<file path="src/rtl/core/udcd_pkg.sv">
// Package for the uplink deframer and command decoder.
// Holds widths, header and command bytes, register indexes, the action codes and
// the command classifier. No dependencies.
package udcd_pkg;

  localparam int unsigned BYTE_W        = 8;
  localparam int unsigned COUNT_W       = 8;
  localparam int unsigned ACTION_W      = 4;
  localparam int unsigned CFG_IDX_W     = 8;
  localparam int unsigned CFG_DATA_W    = 8;
  localparam int unsigned MAX_PAYLOAD_DEF = 128;

  localparam logic [BYTE_W-1:0] FLAG_BYTE  = 8'h7E;
  localparam logic [BYTE_W-1:0] HDR_BYTE   = 8'h42;
  localparam logic [BYTE_W-1:0] CMD_BURST  = 8'h77;
  localparam logic [BYTE_W-1:0] CMD_BEACON = 8'h20;
  localparam logic [BYTE_W-1:0] CMD_HK     = 8'h30;
  localparam logic [BYTE_W-1:0] CMD_KEEP   = 8'hAA;

  localparam logic [CFG_IDX_W-1:0] REG_TX_ENABLE  = 8'd0;
  localparam logic [CFG_IDX_W-1:0] REG_MOD_ENABLE = 8'd1;

  typedef enum logic [ACTION_W-1:0] {
    ACT_EMPTY         = 4'd0,
    ACT_UNKNOWN       = 4'd1,
    ACT_BURST         = 4'd2,
    ACT_BURST_BLOCKED = 4'd3,
    ACT_CARRIER_ONLY  = 4'd4,
    ACT_BEACON        = 4'd5,
    ACT_BEACON_BLOCKED = 4'd6,
    ACT_HOUSEKEEPING  = 4'd7,
    ACT_KEEPALIVE     = 4'd8
  } action_e;

  // Parser phase, one-hot.
  typedef enum logic [3:0] {
    PH_FLAG1   = 4'b0001,
    PH_FLAG2   = 4'b0010,
    PH_HDR     = 4'b0100,
    PH_PAYLOAD = 4'b1000
  } phase_e;

  typedef struct packed {
    logic [BYTE_W-1:0]  command_code;
    logic [COUNT_W-1:0] payload_length;
    action_e            action;
  } result_t;

  function automatic action_e classify(input logic [BYTE_W-1:0] cmd,
                                       input logic tx_en, input logic mod_en);
    action_e act;
    act = ACT_UNKNOWN;
    case (cmd)
      CMD_BURST: begin
        if (!tx_en) act = ACT_BURST_BLOCKED;
        else if (!mod_en) act = ACT_CARRIER_ONLY;
        else act = ACT_BURST;
      end
      CMD_BEACON: act = tx_en ? ACT_BEACON : ACT_BEACON_BLOCKED;
      CMD_HK:     act = ACT_HOUSEKEEPING;
      CMD_KEEP:   act = ACT_KEEPALIVE;
      default:    act = ACT_UNKNOWN;
    endcase
    return act;
  endfunction

endpackage

</file>
<file path="src/rtl/core/udcd_if.sv">
// Handshake interfaces of the uplink deframer: received bytes, decoded frames
// and register writes. Depends on udcd_pkg.
interface udcd_byte_if import udcd_pkg::*; ();
  logic              valid;
  logic              ready;
  logic [BYTE_W-1:0] rx_byte;

  modport source (output valid, output rx_byte, input ready);
  modport sink   (input valid, input rx_byte, output ready);
endinterface

interface udcd_frame_if import udcd_pkg::*; ();
  logic               valid;
  logic               ready;
  logic [BYTE_W-1:0]  command_code;
  logic [COUNT_W-1:0] payload_length;
  logic [ACTION_W-1:0] action;

  modport source (output valid, output command_code, output payload_length,
                  output action, input ready);
  modport sink   (input valid, input command_code, input payload_length,
                  input action, output ready);
endinterface

interface udcd_cfg_if import udcd_pkg::*; ();
  logic                  valid;
  logic                  ready;
  logic [CFG_IDX_W-1:0]  index;
  logic [CFG_DATA_W-1:0] data;

  modport source (output valid, output index, output data, input ready);
  modport sink   (input valid, input index, input data, output ready);
endinterface

</file>
<file path="src/rtl/core/uplink_deframer_command_decoder.sv">
// Uplink deframer and command decoder: top level and only module.
// Depends on udcd_pkg and the interfaces in udcd_if.sv.
//
//  Channel  Direction  Payload                                  Accepted when
//  rx_i     in         rx_byte                                  valid && ready
//  frame_o  out        command_code, payload_length, action     valid && ready
//  cfg_i    in         index (0 tx_enable, 1 mod_enable), data  valid && ready
//
// One byte is taken per cycle while rx_i is not stalled; the parser state and a
// two-entry result buffer are updated in that same cycle, and a decoded frame is
// registered into the result buffer as its closing flag is taken. rx_i stalls
// only when both result entries are held. cfg_i is always ready. Reset sets both
// enables, hunts for the first flag and empties the result buffer.
module uplink_deframer_command_decoder import udcd_pkg::*; #(
  parameter int unsigned MaxPayload = MAX_PAYLOAD_DEF
) (
  input  logic          clk_i,
  input  logic          rst_ni,
  udcd_byte_if.sink     rx_i,
  udcd_frame_if.source  frame_o,
  udcd_cfg_if.sink      cfg_i
);

  localparam logic [COUNT_W-1:0] MaxCount = COUNT_W'(MaxPayload);

  phase_e              phase_q, phase_d;
  logic [COUNT_W-1:0]  count_q, count_d;
  logic [BYTE_W-1:0]   first_q;
  logic                first_we;
  logic                tx_en_q, mod_en_q;

  result_t             out_q, skid_q, res_new;
  logic                out_valid_q, skid_valid_q;
  logic                accept, emit, push, pop;

  assign rx_i.ready  = !skid_valid_q;
  assign cfg_i.ready = 1'b1;
  assign accept      = rx_i.valid && rx_i.ready;

  // Parser next state.
  always_comb begin
    phase_d  = phase_q;
    count_d  = count_q;
    first_we = 1'b0;
    emit     = 1'b0;
    res_new  = '{command_code: '0, payload_length: '0, action: ACT_EMPTY};
    case (phase_q)
      PH_FLAG1: begin
        if (rx_i.rx_byte == FLAG_BYTE) phase_d = PH_FLAG2;
      end
      PH_FLAG2: begin
        phase_d = (rx_i.rx_byte == FLAG_BYTE) ? PH_HDR : PH_FLAG1;
      end
      PH_HDR: begin
        if (rx_i.rx_byte == HDR_BYTE) begin
          count_d = '0;
          phase_d = PH_PAYLOAD;
        end else begin
          phase_d = PH_FLAG1;
        end
      end
      PH_PAYLOAD: begin
        if (rx_i.rx_byte == FLAG_BYTE) begin
          phase_d = PH_FLAG1;
          emit    = 1'b1;
          if (count_q != '0) begin
            res_new.command_code   = first_q;
            res_new.payload_length = count_q;
            res_new.action         = classify(first_q, tx_en_q, mod_en_q);
          end
        end else if (count_q < MaxCount) begin
          first_we = (count_q == '0);
          count_d  = count_q + COUNT_W'(1);
        end else begin
          // Overlong payload: the frame is dropped without a result.
          count_d = '0;
          phase_d = PH_FLAG1;
        end
      end
      default: begin
        phase_d = PH_FLAG1;
      end
    endcase
  end

  assign push = accept && emit;
  assign pop  = out_valid_q && frame_o.ready;

  always_ff @(posedge clk_i or negedge rst_ni) begin
    if (!rst_ni) begin
      phase_q      <= PH_FLAG1;
      count_q      <= '0;
      tx_en_q      <= 1'b1;
      mod_en_q     <= 1'b1;
      out_valid_q  <= 1'b0;
      skid_valid_q <= 1'b0;
    end else begin
      if (accept) begin
        phase_q <= phase_d;
        count_q <= count_d;
      end
      if (cfg_i.valid) begin
        if (cfg_i.index == REG_TX_ENABLE) tx_en_q <= cfg_i.data[0];
        else if (cfg_i.index == REG_MOD_ENABLE) mod_en_q <= cfg_i.data[0];
      end
      // A push never coincides with a held skid entry, since rx_i is stalled then.
      if (pop) begin
        if (skid_valid_q) begin
          skid_valid_q <= 1'b0;
        end else begin
          out_valid_q <= push;
        end
      end else if (push) begin
        if (out_valid_q) skid_valid_q <= 1'b1;
        else out_valid_q <= 1'b1;
      end
    end
  end

  // Payload registers, no reset.
  always_ff @(posedge clk_i) begin
    if (accept && first_we) first_q <= rx_i.rx_byte;
    if (pop) begin
      if (skid_valid_q) out_q <= skid_q;
      else if (push) out_q <= res_new;
    end else if (push) begin
      if (out_valid_q) skid_q <= res_new;
      else out_q <= res_new;
    end
  end

  assign frame_o.valid          = out_valid_q;
  assign frame_o.command_code   = out_q.command_code;
  assign frame_o.payload_length = out_q.payload_length;
  assign frame_o.action         = out_q.action;

endmodule
</file>
<file path="src/flat_wrapper.sv">
// flat-port wrapper written by rule: the top's interface ports become plain ports
module uplink_deframer_command_decoder_flat import udcd_pkg::*;
#(
  parameter int unsigned MaxPayload = MAX_PAYLOAD_DEF
)
  (clk_i, rst_ni, rx_i_valid, rx_i_rx_byte, rx_i_ready, frame_o_valid, frame_o_command_code, frame_o_payload_length, frame_o_action, frame_o_ready, cfg_i_valid, cfg_i_index, cfg_i_data, cfg_i_ready);
  udcd_byte_if rx_i_i ();
  udcd_frame_if frame_o_i ();
  udcd_cfg_if cfg_i_i ();
  input  logic clk_i;
  input  logic rst_ni;
  input wire logic [$bits(rx_i_i.valid)-1:0] rx_i_valid;
  input wire logic [$bits(rx_i_i.rx_byte)-1:0] rx_i_rx_byte;
  output wire logic [$bits(rx_i_i.ready)-1:0] rx_i_ready;
  output wire logic [$bits(frame_o_i.valid)-1:0] frame_o_valid;
  output wire logic [$bits(frame_o_i.command_code)-1:0] frame_o_command_code;
  output wire logic [$bits(frame_o_i.payload_length)-1:0] frame_o_payload_length;
  output wire logic [$bits(frame_o_i.action)-1:0] frame_o_action;
  input wire logic [$bits(frame_o_i.ready)-1:0] frame_o_ready;
  input wire logic [$bits(cfg_i_i.valid)-1:0] cfg_i_valid;
  input wire logic [$bits(cfg_i_i.index)-1:0] cfg_i_index;
  input wire logic [$bits(cfg_i_i.data)-1:0] cfg_i_data;
  output wire logic [$bits(cfg_i_i.ready)-1:0] cfg_i_ready;
  assign rx_i_i.valid = rx_i_valid;
  assign rx_i_i.rx_byte = rx_i_rx_byte;
  assign rx_i_ready = rx_i_i.ready;
  assign frame_o_valid = frame_o_i.valid;
  assign frame_o_command_code = frame_o_i.command_code;
  assign frame_o_payload_length = frame_o_i.payload_length;
  assign frame_o_action = frame_o_i.action;
  assign frame_o_i.ready = frame_o_ready;
  assign cfg_i_i.valid = cfg_i_valid;
  assign cfg_i_i.index = cfg_i_index;
  assign cfg_i_i.data = cfg_i_data;
  assign cfg_i_ready = cfg_i_i.ready;
  uplink_deframer_command_decoder #(.MaxPayload(MaxPayload)) u_core (.clk_i(clk_i), .rst_ni(rst_ni), .rx_i(rx_i_i), .frame_o(frame_o_i), .cfg_i(cfg_i_i));
endmodule
</file>
<file path="config.mk">
export PLATFORM = sky130hd
export DESIGN_NAME = uplink_deframer_command_decoder_flat
export DESIGN_NICKNAME = d
export VERILOG_FILES = /design/src/rtl/core/udcd_pkg.sv /design/src/rtl/core/udcd_if.sv /design/src/rtl/core/uplink_deframer_command_decoder.sv /design/src/flat_wrapper.sv
export SDC_FILE = /design/constraint.sdc
export NUM_CORES = 1
export LEC_CHECK = 0
export ABC_AREA = 1
export BUFFER_PORTS_ARGS = -buffer_cell sky130_fd_sc_hd__buf_2
export CAP_MARGIN = 20
export CORE_MARGIN = 4
export CORE_UTILIZATION = 55
export DETAILED_ROUTE_END_ITERATION = 7
export PLACE_DENSITY_LB_ADDON = 0.15
export SLEW_MARGIN = 20
export SYNTH_ARGS = -nofsm -noshare
export SYNTH_HDL_FRONTEND = slang
export SYNTH_SLANG_ARGS = --single-unit
</file>
<file path="constraint.sdc">
create_clock -name clk_i -period 7.6 [get_ports clk_i]
set_input_delay 1.52 -clock clk_i [delete_from_list [all_inputs] [get_ports clk_i]]
set_output_delay 1.52 -clock clk_i [all_outputs]
set_load 0.01 [all_outputs]
</file>
After elaboration in Yosys (flattened, before gate mapping)
Index checks and enable logic that the tools add are counted.

word-level totals
  output and inout bits = 23
  bits in registers = 64
  logic and storage cells = 87

cells by class
  multiplexer cells = 33
  equality and inequality tests = 17
  reductions and logical operators = 20
  order comparisons = 1
  $add $sub $neg = 1
  bitwise gates (word level) = 2

operator list
  cell                                                                    count
  20-bit two-way mux                                                      8
  4-bit one-hot mux with 4 select lines                                   2
  8-bit by 7-bit equality test with 1-bit output (second input constant)  3
  8-bit two-way mux                                                       3
  4-bit two-way mux                                                       5
  8-bit by 6-bit equality test with 1-bit output (second input constant)  2
  8-bit zero test                                                         2
  8-bit one-hot mux with 2 select lines                                   1
  3-bit AND reduction                                                     4
  1-bit two-way mux                                                       11
  8-bit by 1-bit adder with 8-bit output (second input constant)          1
  8-bit by 1-bit equality test with 1-bit output (second input constant)  1
  8-bit equality test (second input constant)                             1
  8-bit < comparator (second input constant)                              1
  2-bit nonzero test                                                      4
  8-bit nonzero test                                                      1
  3-bit two-way mux                                                       2
  2-bit != test (second input constant)                                   3
  2-bit AND reduction                                                     3
  4-bit by 1-bit equality test with 1-bit output (second input constant)  1
  4-bit by 2-bit equality test with 1-bit output (second input constant)  1
  4-bit by 3-bit equality test with 1-bit output (second input constant)  1
  4-bit equality test (second input constant)                             1
  1-bit logical AND                                                       4
  6 further kinds                                                         8

Longest topological paths before layout
Gate-level depths: netlist of the first run.

  word-level depth = 9
  mapped depth = 10

Worst setup path before layout of the first run
Ideal clock, no wire load.

  path type = input to register
  start point = input rx_i_rx_byte[0]
  end point = register u_core.out_q, in the netlist u_core.frame_o.action[0], enable pin
  path buffers = 0
  stages on the path = 5
  data required time = 7.172 ns
  setup slack = 3.675 ns
  arrival = 3.497 ns
  cells stage by stage = nor2_1 nand3_1 nor2_4 nand3_1 a21boi_0

between the ends
  cells in the longest elaborated chain, start to end = 6

ends and longest elaborated chain
  element                                             RTL line                                text
  start: declaration                                  flat_wrapper.sv:13                      input wire logic [$bits(rx_i_i.rx_byte)-1:0] rx_i_rx_byte;
  8-bit by 7-bit equality test with 1-bit output (*)  uplink_deframer_command_decoder.sv:63   if (rx_i.rx_byte == FLAG_BYTE) begin
  1-bit two-way mux (*)                               uplink_deframer_command_decoder.sv:63
  1-bit two-way mux (*)                               uplink_deframer_command_decoder.sv:47   case (phase_q)
  1-bit logical AND (*)                               uplink_deframer_command_decoder.sv:86   assign push = accept && emit;
  2-bit nonzero test (no line)                        -
  3-bit AND reduction (no line) (*)                   -
  end signal: assignment                              uplink_deframer_command_decoder.sv:124  if (skid_valid_q) out_q <= skid_q;
  end signal: assignment                              uplink_deframer_command_decoder.sv:125  else if (push) out_q <= res_new;
  end signal: assignment                              uplink_deframer_command_decoder.sv:128  else out_q <= res_new;
  end: declaration                                    uplink_deframer_command_decoder.sv:32   result_t out_q, skid_q, res_new;

Mark *: on every way between the ends. The rest lies on a longest branch, timed or not.
A chain may end at the register's enable or synchronous reset.

Worst setup path after layout of the first run
  start point = input frame_o_ready
  end point = register u_core.out_q, in the netlist u_core.frame_o.command_code[5], enable pin

between the ends
  cells in the longest elaborated chain, start to end = 3

ends and longest elaborated chain
  element                                                               RTL line                               text
  start: declaration                                                    flat_wrapper.sv:19                     input wire logic [$bits(frame_o_i.ready)-1:0] frame_o_ready;
  1-bit logical AND (*)                                                 uplink_deframer_command_decoder.sv:87  assign pop = out_valid_q && frame_o.ready;
  2-bit != test (no line) / 2-bit nonzero test (equally long branches)  -
  3-bit AND reduction (no line) (*)                                     -

Marks and branches as above.

==> results of run 1 <==
[power breakdown]
| part | internal, mW | switching [mW] | leakage (nW) | total [mW] |
|---|---|---|---|---|
| registers | 0.381 | 0.00392 | 0.588 | 0.385 |
| logic | 0.0159 | 0.0269 | 0.754 | 0.0428 |
| clock network | 0.148 | 0.125 | 0.0985 | 0.274 |
| total | 0.545 | 0.156 | 1.44 | 0.701 |
[registers in the layout, summed over array words and instances, names as in the netlist]
register / cells
u_core.frame_o.command_code: 8
u_core.tx_en_q: 1
u_core.frame_o.payload_length: 8
u_core.frame_o.valid: 1
u_core.skid_valid_q: 1
u_core.phase_q: 4
u_core.frame_o.action: 4
u_core.mod_en_q: 1
u_core.count_q: 8
u_core.skid_q: 20
u_core.first_q: 8
[final cells by class]
class | count | area (um2)
clock buffer | 9 | 123.9
clock inverter | 7 | 62.56
fill | 446 | 1936
inverter | 38 | 142.6
multi-input combinational | 233 | 1069
sequential | 64 | 1846
tap | 72 | 90.09
timing repair buffer | 46 | 237.7
[final timing paths]
kind / end / slack [ns]
hold / removal: u_core.frame_o.command_code[3]$_DFFE_PP_ / 0.52
hold reg to reg: u_core.frame_o.command_code[3]$_DFFE_PP_ / 0.52
max in group asynchronous: u_core.tx_en_q$_DFFE_PN1P_ / 6.21
setup / recovery: u_core.frame_o.command_code[5]$_DFFE_PP_ / 4.33
setup reg to reg: u_core.frame_o.command_code[5]$_DFFE_PP_ / 5.15
min in group asynchronous: u_core.count_q[5]$_DFFE_PN0P_ / 1.08
[logic make-up (layout without fill, tap and decap cells)]
| kind of cell | Yosys count | count (layout) | share of synthesized area |
|---|---|---|---|
| and+or+nand+nor | 206 | 206 | 0.2775 |
| DFF | 64 | 64 | 0.5914 |
| buffers and inverters | 48 | 100 | 0.06736 |
| AOI/OAI and AO/OA | 23 | 23 | 0.05173 |
| adders and majority gates | 2 | 2 | 0.008018 |
| other | 1 | 1 | 0.001202 |
| xor gates and xnor gates | 1 | 1 | 0.002807 |
[metal layers]
metal,global-route usage,up-vias,wire (um)
met4,0.1144,0,124
met1,0.2287,1021,2518
met3,0.03770,12,373
met5,0,-,0
met2,0.2675,77,2439
li1,-,1207,-
[per-stage QoR]
step	power [mW]	std cells	setup WS [ns]
6_report	0.7015	469	4.328
5_1_grt	0.7290	469	4.104
4_1_cts	0.7071	469	4.270
3_5_place_dp	0.4351	453	3.912
3_3_place_gp	0.4332	453	3.932
2_1_floorplan	0.4209	345	3.675
[cells in the final DEF, fill, tap and decap left out, types with 2 or more instances in the layout]
cell	n
sky130_fd_sc_hd__buf_4	3
sky130_fd_sc_hd__ha_1	2
sky130_fd_sc_hd__dfrtp_1	13
sky130_fd_sc_hd__nor3_1	3
sky130_fd_sc_hd__a21oi_1	5
sky130_fd_sc_hd__inv_2	2
sky130_fd_sc_hd__edfxtp_1	48
sky130_fd_sc_hd__clkinv_2	5
sky130_fd_sc_hd__dfstp_2	3
sky130_fd_sc_hd__nand3_1	20
sky130_fd_sc_hd__nor2_1	57
sky130_fd_sc_hd__nand2_2	2
sky130_fd_sc_hd__o21ai_2	8
sky130_fd_sc_hd__nand4_1	7
sky130_fd_sc_hd__nand2_1	109
sky130_fd_sc_hd__inv_1	36
sky130_fd_sc_hd__buf_2	43
sky130_fd_sc_hd__o21ai_0	7
sky130_fd_sc_hd__clkbuf_8	9
[worst min-delay path: stages (launching register included)]
cell and delay (ns):
sky130_fd_sc_hd__edfxtp_1 0.32, sky130_fd_sc_hd__nand2_1 0.05, sky130_fd_sc_hd__nand2_1 0.05
==> flow_summary.json, run 1 <==
{
  "finalSetupViolations": 0,
  "holdWs_ns": 0.5155,
  "layout.nets": 423,
  "post-synth-top-count-cell": "sky130_fd_sc_hd__nand2_1",
  "timing.clock.skew_ns": 0.008279,
  "cts.reportedPaths.clkPinSlew_ns": 0.07,
  "cp.depth": 6,
  "finalWirelength_um": 5456,
  "dr.first_iter.drc_count": 129,
  "place.gp.congestion": 0.8912,
  "timing.setup.critical_path_class": "in2reg",
  "path_max_fanout": 21,
  "drt_first_pass_iters": 4,
  "synthArstFlopShare": 0.2500,
  "ys_seq_area_frac": 0.5914,
  "wire_length_of_the_first_global_routing_pass_um": 9742,
  "yosys.area.top_type_share": 0.4619,
  "worstPathBufferInverterCount": 3,
  "die-height_um": 83.33,
  "final_core_utilization": 0.6485,
  "cts_htree_levels": 3,
  "final-max-slew-violation-count": 0,
  "synth_edf_count": 48,
  "arrival_ns": 3.23,
  "post_cts_hold_buffer_count": 0,
  "layout-drive-gt1-share": 0.2116,
  "port-buffer-count": 43,
  "synthesis.instances": 345,
  "detailedPlacementHpwl_um": 4033,
  "timing.max_cap.violations": 0,
  "grt_antenna_before_repair": 0,
  "power.density_cell_area_mw_per_mm2": 196.4,
  "dpl_cell_area_mm2": 0.003385,
  "postRouteAntennaNets": 0,
  "timing_hold_violations_final": 0,
  "worstPathRequired_ns": 7.56,
  "grt_pass1_vias": 2230,
  "layout_min_cycle_time_ns": 3.272,
  "number_of_unique_standard_cell_types_used_by_synthesis": 33,
  "cpLargestDelayFamily": "compound AO/OA/AOI/OAI gates",
  "ioPinCount": 52,
  "timing.critical_path.from": "frame_o_ready",
  "syn2layout_area_growth_pct": 14.43,
  "synth_top_flop_cell": "sky130_fd_sc_hd__edfxtp_1",
  "ctsResizeCount": 0,
  "clock_path_buffers": 2,
  "hold-path-cell-count": 2,
  "dieArea_mm2": 0.006943,
  "cts_root_buffer": "sky130_fd_sc_hd__clkbuf_8",
  "avgRoutedWirePerCell_um": 11.63,
  "globalRouteTotalUtil": 0.1765,
  "start_util": 0.5667,
  "synth.largest_area_cell": "sky130_fd_sc_hd__edfxtp_1",
  "rsz0062_at_grt": "no",
  "synth.avg_cell_area_um2": 9.045,
  "layout_worst_path_cycle_share": 0.4305,
  "worstHoldStart": "u_core.skid_q[15]$_DFFE_PP_",
  "cts_made_buffers": 9,
  "hold_path_class": "reg2reg",
  "syn_nets": 376,
  "tritoncts": "yes",
  "worstSkewPairLatency_ns": 0.34,
  "grt_start_max_net_pins": 22,
  "ys_warn_count": 0,
  "post_synth_main_area_contributors": "sky130_fd_sc_hd__edfxtp_1 46%, sky130_fd_sc_hd__nand2_1 13%, sky130_fd_sc_hd__dfrtp_1 10%",
  "synth_common_cells": "109 x sky130_fd_sc_hd__nand2_1, 57 x sky130_fd_sc_hd__nor2_1, 48 x sky130_fd_sc_hd__edfxtp_1",
  "post_synth_instance_area_mm2": 0.003120,
  "worst-r2r-cell-count": 5,
  "core-area_mm2": 0.005507,
  "worst_setup_path_start_kind": "primary input",
  "critPathCaptureType": "flop",
  "antenna-diode-count": 0,
  "cts.sinks": 64,
  "peakVddDrop_mv": 0.1351,
  "cp_cell_sequence": "buf_2 -> nand2_1 -> nor2_1 -> buf_4 -> inv_1 -> a21boi_2",
  "achievable-frequency_ghz": 0.3056,
  "viasPerCell": 4.940,
  "drc": 0,
  "fp.dieW_um": 83.33,
  "worst_r2r_startpoint": "u_core.phase_q[2]$_DFFE_PN0P_",
  "fin_area_mm2": 0.003571,
  "grt_remaining_overflow": 0,
  "status": "complete, no violations",
  "num_rows": 27,
  "relSlewSlack": 0.3034,
  "ys_seq_elements": 64,
  "max_slew.worst_pin.slew_ns": 1.039,
  "static-leakage-power_nw": 1.440,
  "routed_vias": 2317,
  "post-cts-setup-buffers": 0,
  "cpMaxStageDelayCell": "sky130_fd_sc_hd__a21boi_2",
  "fin_setup_tns_ns": 0,
  "critical_path.max_stage_delay_ns": 0.88
}
Power figures use the tool's default switching activity.
==> run 2: changes to the inputs <==
--- a/config.mk
+++ b/config.mk
@@ -9,7 +9,7 @@
 export BUFFER_PORTS_ARGS = -buffer_cell sky130_fd_sc_hd__buf_2
 export CAP_MARGIN = 20
 export CORE_MARGIN = 4
-export CORE_UTILIZATION = 55
+export CORE_UTILIZATION = 50
 export DETAILED_ROUTE_END_ITERATION = 7
 export PLACE_DENSITY_LB_ADDON = 0.15
 export SLEW_MARGIN = 20
==> constraint.sdc (replaced) <==
create_clock -name clk_i -period 2.7 [get_ports clk_i]
set_input_delay 0.54 -clock clk_i [delete_from_list [all_inputs] [get_ports clk_i]]
set_output_delay 0.54 -clock clk_i [all_outputs]
set_load 0.01 [all_outputs]
==> flow_summary.json, run 2 (synthesized netlist as in run 1, its figures left out) <==
{
  "cp_cell_sequence": "inv_1 -> nand2_1 -> nor2_2 -> nand3_1 -> a21boi_2 -> buf_4",
  "globalRouteTotalUtil": 0.1690,
  "dr_wl_met2_um": 2314,
  "drt_first_pass_iters": 4,
  "drc": 0,
  "tritoncts": "yes",
  "timing.clock.skew_ns": 0.009797,
  "finalSetupViolations": 0,
  "fp.dieW_um": 87,
  "ioPinCount": 52,
  "timing_hold_violations_final": 0,
  "met1Wirelength_um": 2781,
  "finalWirelength_um": 5527,
  "path_max_fanout": 20,
  "place_inst": 457,
  "final_common_cell": "sky130_fd_sc_hd__nand2_1",
  "worstSkewPairLatency_ns": 0.34,
  "viasPerCell": 4.755,
  "cp.depth": 6,
  "finish.cell_count_without_fillers": 473,
  "cts_root_buffer": "sky130_fd_sc_hd__clkbuf_8",
  "wire_length_of_the_first_global_routing_pass_um": 9880,
  "worst_r2r_startpoint": "u_core.phase_q[1]$_DFFE_PN0P_",
  "power.density_cell_area_mw_per_mm2": 573.9,
  "largest-register": "u_core.skid_q",
  "cts.sinks": 64,
  "worst_setup_path_start_kind": "flop",
  "post-cts-setup-buffers": 0,
  "detailroute.wirelength.met3_um": 338,
  "worst-r2r-cell-count": 6,
  "status": "complete, no violations",
  "worstPathBufferInverterCount": 2,
  "static-leakage-power_nw": 1.449,
  "grt_remaining_overflow": 0,
  "max_slew.worst_pin.slew_ns": 0.6337,
  "final-max-slew-violation-count": 0,
  "postRouteAntennaNets": 0,
  "layout-drive-gt1-share": 0.2035,
  "syn2layout_area_growth_pct": 15.36,
  "highest_count_cells_in_the_layout_ignoring_fill_and_taps": "109 x sky130_fd_sc_hd__nand2_1, 57 x sky130_fd_sc_hd__nor2_1, 48 x sky130_fd_sc_hd__edfxtp_1",
  "ctsResizeCount": 0,
  "clock_path_buffers": 2,
  "port-buffer-count": 43,
  "critPathCapture": "u_core.frame_o.command_code[7]$_DFFE_PP_",
  "cpMaxStageDelayCell": "sky130_fd_sc_hd__dfrtp_1",
  "detailedPlacementHpwl_um": 4024,
  "routed_vias": 2249,
  "dr.first_iter.drc_count": 108,
  "critPathCaptureType": "flop",
  "layout_min_cycle_time_ns": 1.977,
  "worstPathRequired_ns": 2.72,
  "route.top_layer_used": "met4",
  "fin_setup_tns_ns": 0,
  "timing.setup.critical_path_class": "reg2reg",
  "place.gp.congestion": 0.8461,
  "cpLargestDelayFamily": "simple AND/OR/NAND/NOR gates",
  "grt_pass1_vias": 2216,
  "peakVddDrop_mv": 0.3869,
  "antenna-diode-count": 0,
  "grt_start_max_net_pins": 22,
  "worst-r2r-setup-slack_ns": 0.72,
  "num_rows": 28,
  "r2r-end": "u_core.frame_o.command_code[7]$_DFFE_PP_",
  "layout.nets": 424,
  "start_util": 0.5209,
  "die-height_um": 87,
  "cts_made_buffers": 9,
  "achievable-frequency_ghz": 0.5059,
  "timing.max_cap.violations": 0,
  "avgRoutedWirePerCell_um": 11.68,
  "relSlewSlack": 0.5771,
  "core-area_mm2": 0.005991,
  "cts.reportedPaths.clkPinSlew_ns": 0.07,
  "hold_path_class": "in2async",
  "rsz0062_at_grt": "no",
  "timing.critical_path.from": "u_core.phase_q[1]$_DFFE_PN0P_",
  "arrival_ns": 2.00,
  "cts_htree_levels": 3,
  "post_cts_hold_buffer_count": 0,
  "critical_path.max_stage_delay_ns": 0.38,
  "largest_reg_flops": 20,
  "dieArea_mm2": 0.007569,
  "grt_antenna_before_repair": 0,
  "layout_worst_path_cycle_share": 0.7321
}
run 2: per-stage QoR:
stage	area, um2	total power, mW	setup slack (ns)	utilization	hold WS (ns)
floorplan	3120	1.185	0.3012	-	0.2444
global placement	3396	1.220	0.6668	0.5668	0.4782
detailed placement	3396	1.225	0.6473	0.5668	0.4798
CTS	3600	2.082	0.7196	0.6009	0.1037
global route	3600	2.160	0.5470	0.6009	0.1087
finish	3600	2.066	0.7232	0.6009	0.1092
run 2: layer usage:
| metal | GRT usage | vias up |
|---|---|---|
| met5 | 0 | - |
| met4 | 0.07649 | 0 |
| met3 | 0.05203 | 7 |
| met2 | 0.2484 | 55 |
| met1 | 0.2296 | 976 |
| li1 | - | 1211 |
run 2: layout make-up:
type	instances	area, um2
multi-input combinational	233	1069
clock inverter	4	68.82
timing repair buffer	47	245.2
tap	75	93.84
fill	527	2391
inverter	38	142.6
clock buffer	12	135.1
sequential	64	1846
run 2: report_power, final:
| group | internal, mW | switching (mW) | leakage, nW |
|---|---|---|---|
| registers | 1.07 | 0.0111 | 0.588 |
| clock network | 0.516 | 0.345 | 0.102 |
| logic | 0.0447 | 0.0759 | 0.760 |
run 2: how the worst min path moves through the flow:
stage / from / end / depth (start not counted)
floorplan: rst_ni / u_core.count_q[0]$_DFFE_PN0P_ / 0
global placement: rst_ni / u_core.count_q[6]$_DFFE_PN0P_ / 1
detailed placement: rst_ni / u_core.count_q[5]$_DFFE_PN0P_ / 1
CTS: rst_ni / u_core.count_q[5]$_DFFE_PN0P_ / 1
global route: rst_ni / u_core.count_q[5]$_DFFE_PN0P_ / 1
finish: rst_ni / u_core.count_q[5]$_DFFE_PN0P_ / 1
==> run 3: changes to the inputs <==
==> constraint.sdc (replaced) <==
create_clock -name clk_i -period 1.6 [get_ports clk_i]
set_input_delay 0.32 -clock clk_i [delete_from_list [all_inputs] [get_ports clk_i]]
set_output_delay 0.32 -clock clk_i [all_outputs]
set_load 0.01 [all_outputs]
==> flow_summary.json, run 3 (synthesized netlist as in run 1, its figures left out) <==
{
  "status": "finished, violations left",
  "failing_checks": "setup timing",
  "grtUsageMet3": 0.06433,
  "timing.max_cap.violations": 0,
  "hold_path_class": "in2reg",
  "num_rows": 28,
  "postRouteAntennaNets": 0,
  "tritoncts": "yes",
  "arrival_ns": 1.68,
  "viasPerCell": 4.861,
  "fin_setup_tns_ns": -0.07335,
  "avgRoutedWirePerCell_um": 12.68,
  "worst-r2r-setup-slack_ns": -0.01,
  "worst_r2r_startpoint": "u_core.count_q[1]$_DFFE_PN0P_",
  "grt_pass1_vias": 2246,
  "cts_root_buffer": "sky130_fd_sc_hd__clkbuf_8",
  "globalRouteTotalUtil": 0.1770,
  "dr.first_iter.drc_count": 109,
  "grtUsageMet2": 0.2671,
  "cts.reportedPaths.clkPinSlew_ns": 0.07,
  "critPathCaptureType": "flop",
  "die-height_um": 87,
  "rsz0062_at_grt": "yes",
  "layout.nets": 462,
  "timing_hold_violations_final": 0,
  "timing.critical_path.from": "u_core.count_q[1]$_DFFE_PN0P_",
  "antenna-diode-count": 0,
  "dp_worst_setup_slack_ns": -0.1224,
  "static-leakage-power_nw": 1.693,
  "post-route-worst-setup-slack_ns": -0.01130,
  "largest_reg_flops": 20,
  "wire_length_of_the_first_global_routing_pass_um": 10300,
  "timing.clock.skew_ns": 0.01011,
  "global_route.usage.met1": 0.2351,
  "timing.setup.critical_path_class": "reg2reg",
  "final-max-slew-violation-count": 0,
  "cts.sinks": 64,
  "path_max_fanout": 8,
  "final_common_cell": "sky130_fd_sc_hd__nand2_1",
  "achievable-frequency_ghz": 0.6206,
  "start_util": 0.5209,
  "most_used_routing_layer": "met2",
  "port-buffer-count": 43,
  "worstSkewPairLatency_ns": 0.36,
  "worstPathRequired_ns": 1.67,
  "finalSetupViolations": 8,
  "critPathCapture": "u_core.first_q[7]$_DFFE_PP_",
  "syn2layout_area_growth_pct": 34.80,
  "drc": 0,
  "layout_min_cycle_time_ns": 1.611,
  "place.gp.congestion": 0.8705,
  "holdWs_ns": 0.1723,
  "grt_antenna_before_repair": 0,
  "layout_worst_path_cycle_share": 1.007,
  "worst_setup_path_start_kind": "flop",
  "fp.dieW_um": 87,
  "largest-register": "u_core.skid_q",
  "ioPinCount": 52,
  "worst-r2r-cell-count": 6,
  "clock_path_buffers": 2,
  "grt_start_max_net_pins": 21,
  "power.density_cell_area_mw_per_mm2": 906.5,
  "cts_made_buffers": 9,
  "dieArea_mm2": 0.007569,
  "drt_first_pass_iters": 4,
  "core-area_mm2": 0.005991,
  "finalWirelength_um": 6482,
  "detailedPlacementHpwl_um": 4351,
  "grt_remaining_overflow": 0,
  "cts_htree_levels": 3,
  "layout-drive-gt1-share": 0.3463,
  "peakVddDrop_mv": 0.6049,
  "routed_vias": 2484,
  "highest_count_cells_in_the_layout_ignoring_fill_and_taps": "102 x sky130_fd_sc_hd__nand2_1, 48 x sky130_fd_sc_hd__edfxtp_1, 45 x sky130_fd_sc_hd__nor2_1",
  "r2r-end": "u_core.first_q[7]$_DFFE_PP_",
  "filler_cells_inserted": 450
}
run 3: worst min path at each step:
stage,from,endpoint,slack [ns],cells after the start
detailed placement,rst_ni,u_core.count_q[6]$_DFFE_PN0P_,0.26,1
CTS,rx_i_rx_byte[1],u_core.first_q[1]$_DFFE_PP_,0.16,1
finish,rx_i_rx_byte[1],u_core.first_q[1]$_DFFE_PP_,0.17,1
global placement,rst_ni,u_core.count_q[5]$_DFFE_PN0P_,0.26,1
global route,rx_i_rx_byte[1],u_core.first_q[1]$_DFFE_PP_,0.16,1
floorplan,rst_ni,u_core.count_q[0]$_DFFE_PN0P_,0.02,0
run 3: through the flow:
stage / utilization / power, mW / instances / cell area (um2)
after global placement: 0.6099 / 2.105 / 482 / 3654
after global routing: 0.7022 / 3.989 / 511 / 4207
after CTS: 0.6529 / 3.818 / 499 / 3911
after floorplan: - / 2.004 / 345 / 3169
after detailed placement: 0.6099 / 2.116 / 482 / 3654
final: 0.7022 / 3.813 / 511 / 4207
run 3: power breakdown:
| part | switching, mW | internal [mW] |
|---|---|---|
| clock network | 0.664 | 1.04 |
| registers | 0.0203 | 1.81 |
| logic | 0.153 | 0.129 |
| total | 0.838 | 2.98 |
run 3: worst max-delay path, cell delays in order (launching register included):
cell and delay [ns]:
sky130_fd_sc_hd__dfrtp_1 0.40, sky130_fd_sc_hd__inv_2 0.09, sky130_fd_sc_hd__ha_4 0.13, sky130_fd_sc_hd__nand4_1 0.18, sky130_fd_sc_hd__buf_4 0.21, sky130_fd_sc_hd__nor4_4 0.14
sky130_fd_sc_hd__buf_6 0.17
run 3: layout make-up:
type                    instances  area, um2  share of cell area
clock inverters                 7      118.9             0.02826
clock buffers                   9      123.9             0.02945
inverters                      38      145.1             0.03450
repair buffers                 84      635.6              0.1511
well taps                      75      93.84             0.02231
flip-flops and latches         64       1846              0.4387
multi-input cells             234       1244              0.2957
run 3: timing repair:
action                     4_1_cts  5_1_grt
buffers inserted                 0        7
hold endpoints to repair        13        0
hold buffers                     1        0
setup endpoints to repair       27       50
gates cloned                     0        5
pin swaps                        0       14
gates resized for setup          1       48
run 3: routing by layer:
layer | wire length (um) | part of all wire
met4 | 91 | 0.014
met1 | 2991 | 0.46
met3 | 374 | 0.058
met5 | 0 | 0
met2 | 3025 | 0.47
